--- src/hdl/vhbf_pkg.sv ---
package vhbf_pkg;

   localparam int HISTORY_DEPTH = 16;
   localparam int VIEW_WIDTH    = 64;
   localparam int DEPTH_W       = $clog2(HISTORY_DEPTH + 1);

   typedef logic [VIEW_WIDTH-1:0] view_type;
   typedef logic [DEPTH_W-1:0]    depth_type;

   typedef enum logic [1:0] {
      OP_ADD   = 2'd0,
      OP_CLEAR = 2'd1,
      OP_NEXT  = 2'd2,
      OP_PREV  = 2'd3
   } op_type;

   typedef enum logic [1:0] {
      ERR_OK      = 2'd0,
      ERR_NO_NEXT = 2'd1,
      ERR_NO_PREV = 2'd2,
      ERR_FULL    = 2'd3
   } err_type;

   // cell shift command: PUSH takes the lower neighbor's word, POP the upper one's
   typedef enum logic [1:0] {
      SHIFT_HOLD = 2'd0,
      SHIFT_PUSH = 2'd1,
      SHIFT_POP  = 2'd2
   } shift_type;

   typedef struct packed {
      shift_type cur_shift;
      shift_type fwd_shift;
      view_type  cur_push;
   } chain_ctl_type;

   typedef struct packed {
      op_type      op;
      logic [63:0] view_word;
   } req_type;

   typedef struct packed {
      logic [63:0] current_view;
      logic        current_valid;
      logic [4:0]  forward_count;
      logic [3:0]  backward_count;
      err_type     error_code;
   } rsp_type;

endpackage

--- src/hdl/vhbf_cell.sv ---
module vhbf_cell (
   input  logic                clock,
   input  vhbf_pkg::shift_type shift,
   input  vhbf_pkg::view_type  push_word,
   input  vhbf_pkg::view_type  pop_word,
   output vhbf_pkg::view_type  word
);
   import vhbf_pkg::*;

   view_type word_ff;
   view_type word_in;

   always_comb begin
      unique case (shift)
         SHIFT_PUSH: word_in = push_word;
         SHIFT_POP:  word_in = pop_word;
         default:    word_in = word_ff;
      endcase
   end

   always_ff @(posedge clock) begin
      word_ff <= word_in;
   end

   assign word = word_ff;

endmodule

--- src/hdl/vhbf_ctrl.sv ---
module vhbf_ctrl (
   input  logic                    clock,
   input  logic                    reset,
   input  logic                    start,
   input  vhbf_pkg::req_type       req_item,
   input  vhbf_pkg::view_type      cur_top,
   input  vhbf_pkg::view_type      cur_below,
   input  vhbf_pkg::view_type      fwd_top,
   output vhbf_pkg::chain_ctl_type chain_ctl,
   output logic                    rsp_strobe,
   output vhbf_pkg::rsp_type       rsp_item
);
   import vhbf_pkg::*;

   depth_type cur_depth_ff, cur_depth_in;
   depth_type fwd_depth_ff, fwd_depth_in;
   logic      rsp_strobe_ff;
   rsp_type   rsp_item_ff, rsp_item_in;

   logic      accept;
   view_type  view;
   view_type  top_next;
   logic      cur_valid;
   logic      valid_next;
   err_type   err;

   assign accept    = start && !reset;
   assign view      = req_item.view_word[VIEW_WIDTH-1:0];
   assign cur_valid = (cur_depth_ff != '0);

   always_comb begin
      cur_depth_in        = cur_depth_ff;
      fwd_depth_in        = fwd_depth_ff;
      err                 = ERR_OK;
      top_next            = cur_top;
      chain_ctl.cur_shift = SHIFT_HOLD;
      chain_ctl.fwd_shift = SHIFT_HOLD;
      chain_ctl.cur_push  = view;
      if (accept) begin
         unique case (req_item.op)
            OP_ADD: begin
               if (cur_valid && cur_top == view) begin
                  // same view as current: no change, forward list kept
               end else if (cur_depth_ff >= DEPTH_W'(HISTORY_DEPTH)) begin
                  err = ERR_FULL;
               end else begin
                  chain_ctl.cur_shift = SHIFT_PUSH;
                  cur_depth_in        = cur_depth_ff + DEPTH_W'(1);
                  fwd_depth_in        = '0;
                  top_next            = view;
               end
            end
            OP_CLEAR: begin
               cur_depth_in = '0;
               fwd_depth_in = '0;
            end
            OP_NEXT: begin
               if (fwd_depth_ff == '0 || cur_depth_ff >= DEPTH_W'(HISTORY_DEPTH)) begin
                  err = ERR_NO_NEXT;
               end else begin
                  chain_ctl.cur_shift = SHIFT_PUSH;
                  chain_ctl.fwd_shift = SHIFT_POP;
                  chain_ctl.cur_push  = fwd_top;
                  cur_depth_in        = cur_depth_ff + DEPTH_W'(1);
                  fwd_depth_in        = fwd_depth_ff - DEPTH_W'(1);
                  top_next            = fwd_top;
               end
            end
            OP_PREV: begin
               if (cur_depth_ff <= DEPTH_W'(1)) begin
                  err = ERR_NO_PREV;
               end else begin
                  chain_ctl.cur_shift = SHIFT_POP;
                  chain_ctl.fwd_shift = SHIFT_PUSH;
                  cur_depth_in        = cur_depth_ff - DEPTH_W'(1);
                  fwd_depth_in        = fwd_depth_ff + DEPTH_W'(1);
                  top_next            = cur_below;
               end
            end
            default: err = ERR_OK;
         endcase
      end
   end

   always_comb begin
      valid_next                 = (cur_depth_in != '0);
      rsp_item_in.current_valid  = valid_next;
      rsp_item_in.current_view   = valid_next ? 64'(top_next) : 64'd0;
      rsp_item_in.forward_count  = 5'(fwd_depth_in);
      rsp_item_in.backward_count = valid_next ? 4'(cur_depth_in - DEPTH_W'(1)) : 4'd0;
      rsp_item_in.error_code     = err;
   end

   always_ff @(posedge clock) begin
      if (reset) begin
         cur_depth_ff  <= '0;
         fwd_depth_ff  <= '0;
         rsp_strobe_ff <= 1'b0;
      end else begin
         cur_depth_ff  <= cur_depth_in;
         fwd_depth_ff  <= fwd_depth_in;
         rsp_strobe_ff <= accept;
      end
   end

   always_ff @(posedge clock) begin
      if (accept) begin
         rsp_item_ff <= rsp_item_in;
      end
   end

   assign rsp_strobe = rsp_strobe_ff;
   assign rsp_item   = rsp_item_ff;

   // the two lists together never hold more than HISTORY_DEPTH views
   a_capacity: assert property (@(posedge clock) disable iff (reset)
      (32'(cur_depth_ff) + 32'(fwd_depth_ff)) <= HISTORY_DEPTH)
      else $error("history lists exceed capacity");

   a_one_rsp: assert property (@(posedge clock) disable iff (reset)
      accept |=> rsp_strobe)
      else $error("accepted item without response");

   a_no_extra: assert property (@(posedge clock) disable iff (reset)
      !accept |=> !rsp_strobe)
      else $error("response without accepted item");

   a_full_err: assert property (@(posedge clock) disable iff (reset)
      (rsp_strobe && rsp_item.error_code == ERR_FULL)
         |-> cur_depth_ff == DEPTH_W'(HISTORY_DEPTH))
      else $error("full error while store not full");

   a_valid_depth: assert property (@(posedge clock) disable iff (reset)
      rsp_strobe |-> rsp_item.current_valid == (cur_depth_ff != '0))
      else $error("current_valid disagrees with depth");

endmodule

--- src/hdl/view_history_back_forward_stack.sv ---
// A result is strobed on rsp_strobe in the cycle after its request transfer.
// Throughput: one request per cycle while not busy; each op shifts each cell chain at most once.
// busy is high only while reset is asserted; the receiver cannot stall results.
// Reset (synchronous, active high) empties both histories; cell words are left
// as they are and are never read before being written.
module view_history_back_forward_stack (
   input  logic              clock,
   input  logic              reset,
   input  logic              start,
   output logic              busy,
   input  vhbf_pkg::req_type req_item,
   output logic              rsp_strobe,
   output vhbf_pkg::rsp_type rsp_item
);
   import vhbf_pkg::*;

   // Two chains of HISTORY_DEPTH cells. The current chain holds the current view
   // in cell 0 and older views behind it; the forward chain holds the newest
   // forward view in cell 0. Go previous pops the current chain and pushes its
   // old top onto the forward chain; go next does the reverse. Add pushes the
   // new view on the current chain and simply zeroes the forward count.
   view_type      cur_word [HISTORY_DEPTH];
   view_type      fwd_word [HISTORY_DEPTH];
   chain_ctl_type chain_ctl;

   // no transfer is taken while reset holds the depth registers
   assign busy = reset;

   vhbf_ctrl u_ctrl (
      .clock      (clock),
      .reset      (reset),
      .start      (start),
      .req_item   (req_item),
      .cur_top    (cur_word[0]),
      .cur_below  (cur_word[1]),
      .fwd_top    (fwd_word[0]),
      .chain_ctl  (chain_ctl),
      .rsp_strobe (rsp_strobe),
      .rsp_item   (rsp_item)
   );

   for (genvar i = 0; i < HISTORY_DEPTH; i++) begin : g_cell
      view_type cur_push_src, cur_pop_src;
      view_type fwd_push_src, fwd_pop_src;

      // cell 0 is fed from the controller (current) or the current top (forward);
      // the last cell pops in a don't-care zero
      if (i == 0) begin : g_head
         assign cur_push_src = chain_ctl.cur_push;
         assign fwd_push_src = cur_word[0];
      end else begin : g_body
         assign cur_push_src = cur_word[i-1];
         assign fwd_push_src = fwd_word[i-1];
      end

      if (i == HISTORY_DEPTH - 1) begin : g_tail
         assign cur_pop_src = '0;
         assign fwd_pop_src = '0;
      end else begin : g_inner
         assign cur_pop_src = cur_word[i+1];
         assign fwd_pop_src = fwd_word[i+1];
      end

      vhbf_cell u_cur (
         .clock     (clock),
         .shift     (chain_ctl.cur_shift),
         .push_word (cur_push_src),
         .pop_word  (cur_pop_src),
         .word      (cur_word[i])
      );

      vhbf_cell u_fwd (
         .clock     (clock),
         .shift     (chain_ctl.fwd_shift),
         .push_word (fwd_push_src),
         .pop_word  (fwd_pop_src),
         .word      (fwd_word[i])
      );
   end

endmodule
--- config.mk ---
export PLATFORM = sky130hd
export DESIGN_NAME = view_history_back_forward_stack
export DESIGN_NICKNAME = d
export VERILOG_FILES = /design/src/hdl/vhbf_pkg.sv /design/src/hdl/vhbf_cell.sv /design/src/hdl/vhbf_ctrl.sv /design/src/hdl/view_history_back_forward_stack.sv
export SDC_FILE = /design/constraint.sdc
export NUM_CORES = 2
export LEC_CHECK = 0
export BUFFER_PORTS_ARGS = -buffer_cell sky130_fd_sc_hd__buf_2
export CORE_MARGIN = 5
export CORE_UTILIZATION = 48
export CTS_CLUSTER_SIZE = 12
export DETAILED_ROUTE_END_ITERATION = 10
export GPL_TIMING_DRIVEN = 0
export SYNTH_ARGS = -nofsm -noshare
export SYNTH_HDL_FRONTEND = slang
export SYNTH_HIERARCHICAL = 1
export SYNTH_SLANG_ARGS = --single-unit
--- constraint.sdc ---
create_clock -name clock -period 6.39 [get_ports clock]
set_input_delay 0.639 -clock clock [delete_from_list [all_inputs] [get_ports clock]]
set_output_delay 0.639 -clock clock [all_outputs]
set_load 0.1 [all_outputs]
Word level (Yosys, flattened, before mapping)
Index checks and enable logic that the tools add are counted.

Register bits after elaboration: 2135. Output and inout bits: 78. Input port bits: 69. Logic and storage cells: 127.

Multiplexer cells: 62. $add $sub $neg: 5. Magnitude comparators: 2. Eq/ne operators: 8. Reductions and logical operators: 10.

Operators by type and width (count): $pmux W64 S2 (32); $mux W64 (5); $pmux W64 S3 (1); $mux W68 (1); $mux W67 (1); $eq A64 B64 Y1 (1); $mux W5 (10); $pmux W5 S4 (2); $pmux W2 S3 (2); $add A5 B1 Y5 const B (2); $reduce_bool A5 Y1 (2); $sub A5 B1 Y5 const B (2); $eq A2 B2 Y1 const B (4); $mux W2 (4); $eq A2 B1 Y1 const B (3); $ge A5 B5 Y1 const B (1); $le A5 B1 Y1 const B (1); $logic_not A5 Y1 (1); $mux W4 (1); $pmux W2 S2 (1); $reduce_bool A2 Y1 (2); $sub A4 B1 Y4 const B (1); $logic_and A1 B1 Y1 (2); $logic_not A2 Y1 (1); other kinds (3) (4).

Longest topological paths before layout
Word-level depth: 7. Gate-level depth with buffers: 15. Gate-level depth less buffers: 12.

Cells and area by module
The synthesis kept the hierarchy.

Modules (own cells, without submodules): vhbf_cell (instances 32, seq. area each 1921.8 sq um, cells each 138, area each 3019.1 sq um); vhbf_ctrl (instances 1, seq. area each 2502.4 sq um, cells each 701, area each 7205.7 sq um); view_history_back_forward_stack (instances 1, seq. area each 0.0 sq um, cells each 2, area each 11.3 sq um).

Worst setup path before layout
Ideal clock, no wire load.

Path type: input -> register. Start point: in reset. End point: reg g_cell[0].u_cur.word_ff[0], enable pin. Arrival time: 5.111 ns. Path slack: 0.861 ns. Stages on the path: 7. Path buffers: 0. Library setup time: 0.418 ns. Required time: 5.972 ns. Cells stage by stage: nand2b_1 clkinv_1 nand2_1 o21ai_0 inv_1 ha_1 inv_1.

RTL lines: from (decl) (RTL line view_history_back_forward_stack.sv:8) `input logic reset,`; to (signal assigned) (RTL line vhbf_cell.sv:22) `word_ff <= word_in;`; to (decl) (RTL line vhbf_cell.sv:10) `view_type word_ff;`.

Worst setup path after layout
Start point: reg g_cell[0].u_cur.word_ff[50]. End point: reg u_ctrl.rsp_item_ff (netlist bit u_ctrl/rsp_item[21]) (data pin).

Longest elaborated chain between the ends: 6. Elaborated cells on any way between the ends: 8. Classes of those cells: 1 x eq/ne; 5 x mux; 2 x reduce/logical.

RTL lines: $eq A64 B64 Y1 (*) (RTL line vhbf_ctrl.sv:42) `if (cur_valid && cur_top == view) begin`; $logic_and A1 B1 Y1 (*) (RTL line vhbf_ctrl.sv:42); $mux W5 (RTL line vhbf_ctrl.sv:42); $pmux W5 S4 (RTL line vhbf_ctrl.sv:40) `unique case (req_item.op)`; $mux W5 (RTL line vhbf_ctrl.sv:39) `if (accept) begin`; $reduce_bool A5 Y1 (RTL line vhbf_ctrl.sv:86) `valid_next = (cur_depth_in != '0);`; to (signal assigned) (RTL line vhbf_ctrl.sv:108) `rsp_item_ff <= rsp_item_in;`; to (decl) (RTL line vhbf_ctrl.sv:18) `rsp_type rsp_item_ff, rsp_item_in;`.

Mark *: on every way between the ends. The rest lies on a longest branch, timed or not. A chain may end at the register's enable or synchronous reset.

==> flow_metrics.py <==
metrics = {
    "outcome": {
        "status": "complete, but fails checks",
        "violations": "max-capacitance violations, max-slew violations",
    },
    "worst_setup_path": {
        "r2r_start": "g_cell[0].u_cur/word[50]",
        "cpMostUsedCell": "nand4_1",
        "path_delay_family": "simple AND/OR/NAND/NOR gates",
        "worst-path-stages": 12,
        "critPathArrivalTime_ns": 6.85,
        "crit_slowest_cell": "xnor2_1",
        "worst_r2r_endpoint": "u_ctrl/rsp_item[21]",
        "rrSetupSlack_ns": 0.02,
        "max_stage_delay_ns": 0.95,
        "endpoint_kind": "flip-flop",
        "start_kind": "flip-flop",
        "critPathKind": "reg -> reg",
        "path_cells": "xnor2_1 -> nand4_1 -> nor4_1 -> nand4_1 -> nor2_1 -> o41ai_1 -> or2_2 -> ha_1 -> o211a_1 -> nand4_4 -> buf_2 -> nor3b_1",
        "reg2reg_depth": 12,
        "worst-endpoint-required_ns": 6.87,
        "path_buf_inv": 1,
        "worstPathMaxFanout": 10,
    },
    "layout": {
        "area_delta_synth_final_pct": 12.0,
        "layout_commonest_cell": "edfxtp_1",
        "final_cell_area_um2": 116000,
        "mostFrequentLayoutCells": "2,124 x edfxtp_1, 1,920 x mux2_4, 233 x clkbuf_16",
        "drive_above_1_share_pct": 49.3,
        "nNetsFinal": 5762,
    },
    "timing": {
        "finalCritPeriodShare_pct": 99.8,
        "relSlewSlack_pct": -4.69,
        "post-route-min-period_ns": 6.37,
        "max_freq_mhz": 157,
        "hold_viol_final": 0,
        "timing.final.ws_setup_ns": 0.0160,
        "rsz0062_at_grt": "false",
        "slew_viol_final": 3,
        "setup_violations": 0,
        "worstMarginPinSlew_ns": 1.56,
        "fin_hold_ws_ns": 0.279,
        "finClkSkew_ns": 0.0285,
    },
    "clocking": {
        "cts_setup_buffers": 0,
        "cts_tree": "done",
        "clkLatencyLatePin_ns": 0.84,
        "cts_inserted_buffers": 228,
        "clkSinkCount": 2135,
        "cts.clk_slew.worst_paths_ns": 0.06,
        "cts_hold_buf": 0,
        "cts_root_buffer": "clkbuf_16",
        "cts_buffer_depth": 3,
        "cts_max_level": 4,
        "cts_resized": 0,
    },
    "floorplan": {
        "core_area_um2": 215000,
        "ioPinCount": 147,
        "placementRows": 170,
        "die_x_um": 475,
        "start_util_pct": 48.3,
        "die_h_um": 475,
        "die_area_um2": 226000,
    },
    "synthesis": {
        "yosys-top-cells-area": "edfxtp_1 61%, mux2_4 28%, buf_12 3.7%, mux2_2 2.1%, ha_1 0.48%",
        "netlist_area_um2": 104000,
        "syn_area_per_cell_um2": 20.3,
        "yosys_most_used_dff": "edfxtp_1",
        "ys_seq_area_share_pct": 61.6,
        "ys_types": 67,
        "ys_seq_elements": 2135,
        "synth_top_area_share_pct": 61.4,
        "yosysTopAreaCell": "edfxtp_1",
        "yosys_warnings": 6,
        "synth_edf_count": 2124,
        "async_flop_share_pct": 0,
        "syn_inst": 5119,
    },
    "drt": {
        "drtAntennaViolNets": 0,
        "wl_mm": 210,
        "num_vias": 44539,
        "drt_iter0_drc": 2940,
        "routedWlPerCell_um": 24.1,
        "remaining_drc_errors": 0,
        "drt-pass1-iter-count": 6,
        "via_per_inst": 5.12,
    },
    "grt": {
        "met3_usage_pct": 2.64,
        "overflow": 0,
        "busiest_layer": "met2",
        "antenna_found_initial": 42,
        "grt_pass1_vias": 45668,
        "grt_max_degree": 86,
        "grt_use_met1_pct": 23.9,
        "globalRouteTotalUtil_pct": 18.2,
        "gr-usage-met2_pct": 29.3,
        "grt_pass1_wl_mm": 304,
    },
    "run": {
        "cap_violations": 1,
    },
    "power": {
        "total_power_uw": 30000,
        "p_leak_uw": 0.0414,
        "p_per_area_nw_per_um2": 258,
        "ir_worst_vdd_uv": 228,
    },
    "placed_design": {
        "port_buffers": 145,
        "post-dp-hpwl_mm": 161,
        "dp_slack_ns": 0.129,
        "gp_congestion": 0.948,
        "placed_cell_area_um2": 109000,
    },
    "hold_path": {
        "min_path_type": "in -> reg",
        "hold_depth": 3,
        "hp-start": "req_item[30]",
        "whs_endpoint": "g_cell[0].u_cur/word[30]",
    },
}
-- cell usage after synthesis (3+ instances only) --
library cell	number
edfxtp_1	2124
xor2_1	16
a221o_1	28
xnor2_1	51
nand4_1	17
mux2_2	194
clkbuf_1	32
a222oi_1	36
nand3_1	4
buf_12	192
o21ai_0	46
nand2_1	18
nor4_1	7
buf_6	36
nor3b_1	29
a22oi_1	3
inv_1	74
and2_1	41
buf_4	6
dfxtp_1	11
nand2b_1	3
a221oi_1	29
ha_1	40
nor3_1	5
mux2_4	1920
a21oi_1	12
buf_2	14
mux2i_1	37
nor2_1	44
nor2b_1	5
-- layout make-up --
class,instances,area [um2]
fillers,16706,98600
flip-flops and latches,2135,64000
multi-input cells,2755,35500
clock buffers,295,6060
plain buffers,281,4490
well taps,2838,3550
repair buffers,177,1370
clock inverters,119,870
inverters,75,297
diodes,29,72.6
-- logic make-up after synthesis --
family / Yosys count / synth area share, %
compound gates: 180 / 1.40
xor+xnor: 67 / 0.565
fa+ha+maj: 40 / 0.482
buf+inv: 356 / 4.59
flops: 2135 / 61.6
mux: 2151 / 30.2
other cells: 1 / 0.00361
simple gates: 189 / 1.09
-- worst register-to-register path: stages, from the launching register on --
cell and delay (ns):
edfxtp_1 0.52, xnor2_1 0.95, nand4_1 0.65, nor4_1 0.52
nand4_1 0.45, nor2_1 0.48, o41ai_1 0.22, or2_2 0.36
ha_1 0.26, o211a_1 0.20, nand4_4 0.20, buf_2 0.27
nor3b_1 0.95
-- flip-flops by register name, summed over array words and instances (netlist names) --
| signal | cells |
|---|---|
| u_ctrl/fwd_depth_ff | 5 |
| u_ctrl/rsp_item | 76 |
| g_cell.u_cur/word | 1024 |
| u_ctrl/cur_depth_ff | 5 |
| g_cell.u_fwd/word | 1024 |
| u_ctrl/rsp_strobe | 1 |
-- how the worst max path moves through the flow --
stage | startpoint | endpoint | slack, ns
CTS | g_cell[0].u_cur/word[50] | u_ctrl/rsp_item[21] | 0.28
detailed placement | req_item[50] | u_ctrl/rsp_item[21] | 0.13
global route | g_cell[0].u_cur/word[50] | u_ctrl/rsp_item[21] | 0.06
finish | g_cell[0].u_cur/word[50] | u_ctrl/rsp_item[21] | 0.02
global placement | reset | g_cell[0].u_cur/word[59] | -2.80
floorplan | reset | g_cell[0].u_cur/word[0] | 0.86
-- metal layers --
metal  routed length [um]  part of all wire [%]  vias to the layer above
li1                     -                     -                    21189
met1                93100                    44                    22053
met4                11400                   5.5                        0
met5                    0                     0                        -
met3                 6970                   3.3                      421
met2                98300                    47                      876
-- power by group --
part | internal (uW) | switching (uW)
logic | 712 | 964
registers | 15700 | 224
clock network | 7070 | 5280
-- stage by stage --
| stage | std cells | setup TNS, ns | util (%) |
|---|---|---|---|
| after floorplan | 5246 | 0 | - |
| after global placement | 8229 | -6364.79 | 50.5 |
| after detailed placement | 8261 | 0 | 50.9 |
| after CTS | 8675 | 0 | 54.1 |
| after global routing | 8702 | 0 | 54.1 |
| final | 8704 | 0 | 54.1 |
(Power assumes the default switching activity.)
